### src/sv/bsp_pkg.sv
package bsp_pkg;

  localparam int ROW_W = 16;
  localparam int PAL_W = 16;
  localparam int GEN_W = 32;
  localparam int VER_W = 32;
  localparam int OP_W = 2;
  localparam int SLOT_W = 2;
  localparam int OUTCOME_W = 3;

  localparam logic [OP_W-1:0] OP_LOOKUP = 2'd0;
  localparam logic [OP_W-1:0] OP_INVALIDATE = 2'd1;
  localparam logic [OP_W-1:0] OP_FREE = 2'd2;

  localparam logic [OUTCOME_W-1:0] OUT_HIT_ACTIVE = 3'd0;
  localparam logic [OUTCOME_W-1:0] OUT_HIT_SWITCH = 3'd1;
  localparam logic [OUTCOME_W-1:0] OUT_STALE = 3'd2;
  localparam logic [OUTCOME_W-1:0] OUT_FREE_SLOT = 3'd3;
  localparam logic [OUTCOME_W-1:0] OUT_EVICT = 3'd4;
  localparam logic [OUTCOME_W-1:0] OUT_CLEARED = 3'd5;

  typedef struct packed {
    logic [OP_W-1:0] operation;
    logic [ROW_W-1:0] palette_row;
    logic [PAL_W-1:0] palette_id;
    logic [GEN_W-1:0] palette_generation;
    logic [VER_W-1:0] content_version;
  } req_t;

  typedef struct packed {
    logic [SLOT_W-1:0] slot;
    logic [OUTCOME_W-1:0] outcome;
    logic needs_rebuild;
  } rsp_t;

  // match flags rippled along the row of cells
  typedef struct packed {
    logic hit;
    logic stale;
    logic empty;
  } chain_t;

  typedef struct packed {
    logic wr;
    logic clr;
  } cell_ctl_t;

endpackage

### src/sv/bsp_cell.sv
module bsp_cell
  import bsp_pkg::*;
(
  input  logic      clk,
  input  logic      rst,
  input  req_t      req,
  input  cell_ctl_t ctl,
  input  chain_t    prev,
  output chain_t    next,
  output chain_t    first
);

  logic             valid;
  logic [ROW_W-1:0] row;
  logic [PAL_W-1:0] pal;
  logic [GEN_W-1:0] gen;
  logic [VER_W-1:0] ver;
  logic             rp_match;
  chain_t           here;

  always_ff @(posedge clk) begin
    if (rst) begin
      valid <= 1'b0;
    end else if (ctl.clr) begin
      valid <= 1'b0;
    end else if (ctl.wr) begin
      valid <= 1'b1;
    end
  end

  always_ff @(posedge clk) begin
    if (ctl.wr) begin
      row <= req.palette_row;
      pal <= req.palette_id;
      gen <= req.palette_generation;
      ver <= req.content_version;
    end
  end

  assign rp_match = valid && (row == req.palette_row) && (pal == req.palette_id);

  always_comb begin
    here.hit   = rp_match && (gen == req.palette_generation) &&
                 (ver == req.content_version);
    here.stale = rp_match;
    here.empty = !valid;
    first      = here & ~prev;
    next       = here | prev;
  end

endmodule

### src/sv/baked_store_slot_policy.sv
// Flow: an accepted request is held in the cur register; its result is written to the response
// register when the request fires, which waits while the response register stays stalled.
// Throughput: one request per cycle while the response register is not stalled; all slot
// cells compare in the same cycle and the first-match flags ripple along the cell row.
// Reset: synchronous, active high; clears all slot valid bits, the active mark,
// the round-robin pointer and the handshake state. Tags are not reset.
module baked_store_slot_policy
  import bsp_pkg::*;
#(
  parameter int SLOTS = 4
) (
  input  logic clk,
  input  logic rst,
  input  logic req_valid,
  output logic req_stall,
  input  req_t req,
  output logic rsp_valid,
  input  logic rsp_stall,
  output rsp_t rsp
);

  localparam int IDXW = (SLOTS > 1) ? $clog2(SLOTS) : 1;

  logic            pending;
  req_t            cur;
  logic            fire;
  logic            active_present;
  logic [IDXW-1:0] active_index;
  logic [IDXW-1:0] victim;

  chain_t          chain [SLOTS+1];
  chain_t          first [SLOTS];
  cell_ctl_t       ctl   [SLOTS];

  logic [IDXW-1:0] hit_idx;
  logic [IDXW-1:0] stale_idx;
  logic [IDXW-1:0] empty_idx;
  logic [IDXW-1:0] chosen;
  logic [OUTCOME_W-1:0] outcome;
  logic            is_lookup;
  logic            is_clear;
  logic            miss;

  assign fire      = pending && (!rsp_valid || !rsp_stall);
  assign req_stall = pending && !fire;

  always_ff @(posedge clk) begin
    if (rst) begin
      pending <= 1'b0;
    end else if (req_valid && !req_stall) begin
      pending <= 1'b1;
    end else if (fire) begin
      pending <= 1'b0;
    end
  end

  always_ff @(posedge clk) begin
    if (req_valid && !req_stall) begin
      cur <= req;
    end
  end

  assign chain[0] = '0;

  for (genvar i = 0; i < SLOTS; i++) begin : g_cell
    bsp_cell u_cell (
      .clk   (clk),
      .rst   (rst),
      .req   (cur),
      .ctl   (ctl[i]),
      .prev  (chain[i]),
      .next  (chain[i+1]),
      .first (first[i])
    );
  end

  always_comb begin
    hit_idx   = '0;
    stale_idx = '0;
    empty_idx = '0;
    for (int i = 0; i < SLOTS; i++) begin
      if (first[i].hit) hit_idx = hit_idx | IDXW'(i);
      if (first[i].stale) stale_idx = stale_idx | IDXW'(i);
      if (first[i].empty) empty_idx = empty_idx | IDXW'(i);
    end
  end

  assign is_lookup = (cur.operation == OP_LOOKUP);
  assign is_clear  = (cur.operation == OP_INVALIDATE) || (cur.operation == OP_FREE);

  always_comb begin
    chosen  = '0;
    outcome = OUT_CLEARED;
    miss    = 1'b0;
    if (is_lookup) begin
      if (chain[SLOTS].hit) begin
        chosen  = hit_idx;
        outcome = (active_present && active_index == hit_idx) ? OUT_HIT_ACTIVE
                                                              : OUT_HIT_SWITCH;
      end else if (chain[SLOTS].stale) begin
        chosen  = stale_idx;
        outcome = OUT_STALE;
        miss    = 1'b1;
      end else if (chain[SLOTS].empty) begin
        chosen  = empty_idx;
        outcome = OUT_FREE_SLOT;
        miss    = 1'b1;
      end else begin
        chosen  = victim;
        outcome = OUT_EVICT;
        miss    = 1'b1;
      end
    end
  end

  always_comb begin
    for (int i = 0; i < SLOTS; i++) begin
      ctl[i].wr  = fire && miss && (chosen == IDXW'(i));
      ctl[i].clr = fire && is_clear;
    end
  end

  always_ff @(posedge clk) begin
    if (rst) begin
      active_present <= 1'b0;
      active_index   <= '0;
      victim         <= '0;
    end else if (fire) begin
      if (is_clear) begin
        active_present <= 1'b0;
      end else if (is_lookup) begin
        active_present <= 1'b1;
        active_index   <= chosen;
      end
      if (cur.operation == OP_FREE) begin
        victim <= '0;
      end else if (is_lookup && outcome == OUT_EVICT) begin
        victim <= (victim == IDXW'(SLOTS - 1)) ? '0 : victim + 1'b1;
      end
    end
  end

  always_ff @(posedge clk) begin
    if (rst) begin
      rsp_valid <= 1'b0;
    end else if (fire) begin
      rsp_valid <= 1'b1;
    end else if (!rsp_stall) begin
      rsp_valid <= 1'b0;
    end
  end

  always_ff @(posedge clk) begin
    if (fire) begin
      rsp.slot          <= SLOT_W'(chosen);
      rsp.outcome       <= outcome;
      rsp.needs_rebuild <= miss;
    end
  end

endmodule
### config.mk
export PLATFORM = sky130hd
export DESIGN_NAME = baked_store_slot_policy
export DESIGN_NICKNAME = d
export VERILOG_FILES = /design/src/sv/bsp_pkg.sv /design/src/sv/bsp_cell.sv /design/src/sv/baked_store_slot_policy.sv
export SDC_FILE = /design/constraint.sdc
export NUM_CORES = 1
export LEC_CHECK = 0
export BUFFER_PORTS_ARGS = -buffer_cell sky130_fd_sc_hd__buf_2
export CAP_MARGIN = 20
export CORE_UTILIZATION = 45
export CTS_CLUSTER_DIAMETER = 30
export DETAILED_ROUTE_END_ITERATION = 10
export PLACE_DENSITY_LB_ADDON = 0.3
export SLEW_MARGIN = 20
export SYNTH_ARGS = -nofsm -noshare
export SYNTH_HDL_FRONTEND = slang
export SYNTH_SLANG_ARGS = --single-unit
### constraint.sdc
create_clock -name clk -period 23.6 [get_ports clk]
set_clock_uncertainty 0.05 [all_clocks]
set_input_delay 1.18 -clock clk [delete_from_list [all_inputs] [get_ports clk]]
set_output_delay 1.18 -clock clk [all_outputs]
set_load 0.01 [all_outputs]
==> results.yml <==
hold_path:
  min_from: "pending$_SDFFE_PP0P_"
  hold_class: "reg -> reg"
  holdPathEnd: "rsp_valid$_SDFFE_PP0P_"
  whs_path_depth: 2
final_layout:
  nets: 1494
  drive_gt1_share_pct: 22.1
  syn_to_final_growth_pct: 26.1
  fillCellCount: 3368
  diodes: 0
grt:
  antenna_found_initial: 0
  use_met2_pct: 30.7
  gr-usage-met1_pct: 26.4
  grt_max_degree: 69
  grt_util_all_layers_pct: 19.7
  gr-total-overflow: 0
  grt_pass1_wl_um: 64800
  use_met3_pct: 5.29
  grt-busiest-layer: "met2"
  grt_pass1_vias: 10600
logic_synthesis:
  netlist_instances: 1166
  synth_edf_count: 488
  avgSynthCellArea_um2: 17.2
  synth_common_cells: "edfxtp_1 (488), xor2_1 (222), xnor2_1 (162)"
  post-synth-top-count-cell: "edfxtp_1"
  yosys_warnings: 0
  synth-seq-cells: 499
  yosys-top-cells-area: "edfxtp_1 (73%), xor2_1 (9.7%), xnor2_1 (7.1%)"
  synthFlopType: "edfxtp_1"
  yosysUniqueCellTypes: 49
  synth_seq_area_share_pct: 74.1
  synth_top_area_share_pct: 73.0
  synth-async-reset-ratio_pct: 0
  synth_area_um2: 20100
  syn_nets: 1272
  synth_area_leader_cell: "edfxtp_1"
clocking:
  cts.repair.resized: 0
  cts_sinks: 499
  htree_levels: 3
  clock_latency_ps: 640
  clock_path_buffers: 3
  ctsHoldBuffers: 0
  cts_tree: "built"
  cts_setup_buffers: 0
  clk_pin_slew_ps: 50
  clockRootBuffer: "clkbuf_16"
  cts_buffers: 108
floorplanning:
  initial_core_util_pct: 45.5
  fp.dieW_um: 213
  core_um2: 44100
  std_cell_rows: 77
  dieArea_um2: 45500
  die_h_um: 213
  io_pins: 110
placement:
  finalWeightedCongestion: 0.910
  pre_cts_slack_ps: 18330
  dp_hpwl_um: 28200
  io_buffer_count: 109
worst_setup_path:
  crit_path_top_delay_cell: "nor4_1"
  crit_path_frequent_cell: "nor4_1"
  worstSetupStartpointType: "flip-flop"
  worst_ep_required_time_ps: 23800
  crit_chain: "xor2_1, nor4_1, nand4_1, nor4_1, a2bb2o_2, a21oi_1, a2111oi_4, and3_4, buf_4"
  worst_path_largest_cell_delay_ps: 970
  critical_path_arrival_ps: 5650
  r2r-end: "g_cell[3].u_cell.gen[21]$_DFFE_PP_"
  r2r_setup_slack_ps: 18150
  reg2reg_depth: 9
  r2r-start: "cur[18]$_DFFE_PP_"
  worstSetupPathType: "reg -> reg"
  crit_fanout: 62
  worstSetupEndpointType: "flip-flop"
sta:
  fin_tns_setup_ps: 0
  grt_setup_unrepaired: "no"
  finalHoldViolations: 0
  worst_pin_slew_ps: 1100
  finalSetupViolCount: 0
  post-route-period-util_pct: 23.1
  drv_slew: 0
  setup_ws_ps: 18150
  post-route-min-period_ps: 5450
  fmax_mhz: 183
  slew_headroom_pct: 26.2
power_and_ir_drop:
  leakage_nw: 8.58
  seqPwrFrac_pct: 38.4
  p_switching_uw: 559
  p_comb_share_pct: 2.4
  swShare_pct: 21.0
  clkPwrFrac_pct: 59.2
  intPower_mw: 2.11
  p_total_mw: 2.67
  p_per_area_nw_per_um2: 105
  peakVddDrop_mv: 0.0697
route:
  drc: 0
  drt_iter0_drc: 791
  drtAntennaViolNets: 0
  dr.pass1.iters: 7
  wl_per_cell_um: 21.0
  wl_um: 43600
  via_count: 10700
  drt-vias-per-instance: 5.13
status:
  status: "completed"
job:
  cap_violations: 0
[cell families (layout without fill, tap and decap cells)]
family | count (synthesis) | in the layout | synth area share [%]
AO/OA/AOI/OAI | 35 | 35 | 1.46
XOR/XNOR | 385 | 385 | 16.8
adder cells (fa/ha/maj) | 4 | 4 | 0.249
buffers and inverters | 12 | 330 | 0.318
flip-flops | 499 | 499 | 74.1
multiplexers | 3 | 3 | 0.150
AND/OR/NAND/NOR | 228 | 228 | 6.93
[critical path, delay by kind of cell (launching register included)]
family / cells / cell delay, ps
xor gates and xnor gates: 1 / 230
buffers and inverters: 1 / 760
AOI/OAI and AO/OA: 3 / 920
and+or+nand+nor: 4 / 2460
DFF: 1 / 540
[power by group through the flow]
stage	logic, mW	clock network, mW	registers, mW
finish	0.0642	1.58	1.03
global placement	0.0635	0	1.04
floorplan	0.0401	0	1.03
detailed placement	0.0640	0	1.04
CTS	0.0648	1.60	1.03
global route	0.0704	1.65	1.03
[cell usage in the layout, fill, tap and decap left out, drive strengths merged, types with 19 or more instances in the layout]
cell    instances
edfxtp        488
xor2          222
xnor2         163
clkbuf        122
buf           116
nor4           88
nand4          62
clkinv         39
inv            22
bufinv         20
nand2          19
[cell type report]
| type | count | area [um2] | share of cell area [%] |
|---|---|---|---|
| inverter | 8 | 30.0 | 0.119 |
| multi-input combinational | 655 | 5170 | 20.4 |
| tap | 592 | 741 | 2.93 |
| sequential | 499 | 14900 | 58.7 |
| clock inverter | 84 | 1060 | 4.17 |
| clock buffer | 122 | 2840 | 11.2 |
| timing repair buffer | 116 | 611 | 2.41 |
[state kept, by name, summed over array words and instances (netlist names)]
signal / count
g_cell.u_cell.pal: 64
rsp: 6
active_present: 1
pending: 1
active_index: 2
g_cell.u_cell.gen: 128
g_cell.u_cell.row: 64
rsp_valid: 1
g_cell.u_cell.ver: 128
cur: 98
victim: 2
g_cell.u_cell.valid: 4
[stage by stage]
step | utilization [%] | cells | hold slack, ps | area [um2]
after floorplan | - | 1166 | 401 | 20100
after global placement | 48.5 | 1869 | 417 | 21400
after detailed placement | 48.5 | 1869 | 436 | 21400
after CTS | 57.3 | 2075 | 454 | 25300
after global routing | 57.4 | 2076 | 500 | 25300
final | 57.4 | 2076 | 444 | 25300
[worst max-delay path by stage]
stage | startpoint | endpoint | slack (ps) | depth (start not counted)
after detailed placement | cur[18]$_DFFE_PP_ | g_cell[3].u_cell.ver[18]$_DFFE_PP_ | 18330 | 9
after global routing | cur[18]$_DFFE_PP_ | g_cell[3].u_cell.gen[21]$_DFFE_PP_ | 18010 | 9
after floorplan | cur[72]$_DFFE_PP_ | g_cell[0].u_cell.gen[0]$_DFFE_PP_ | 11550 | 8
final | cur[18]$_DFFE_PP_ | g_cell[3].u_cell.gen[21]$_DFFE_PP_ | 18150 | 9
after global placement | cur[23]$_DFFE_PP_ | g_cell[3].u_cell.gen[22]$_DFFE_PP_ | 18390 | 9
after CTS | cur[23]$_DFFE_PP_ | g_cell[3].u_cell.gen[27]$_DFFE_PP_ | 18290 | 9
[routing by layer]
metal / vias to the layer above / part of all wire, % / wire (um)
met5: - / 0 / 0
met4: 0 / 2.7 / 1190
met3: 78 / 6.4 / 2780
met2: 376 / 47 / 20600
met1: 5242 / 44 / 19100
li1: 4963 / - / -
Note: power is estimated with default switching activity, not from simulation.
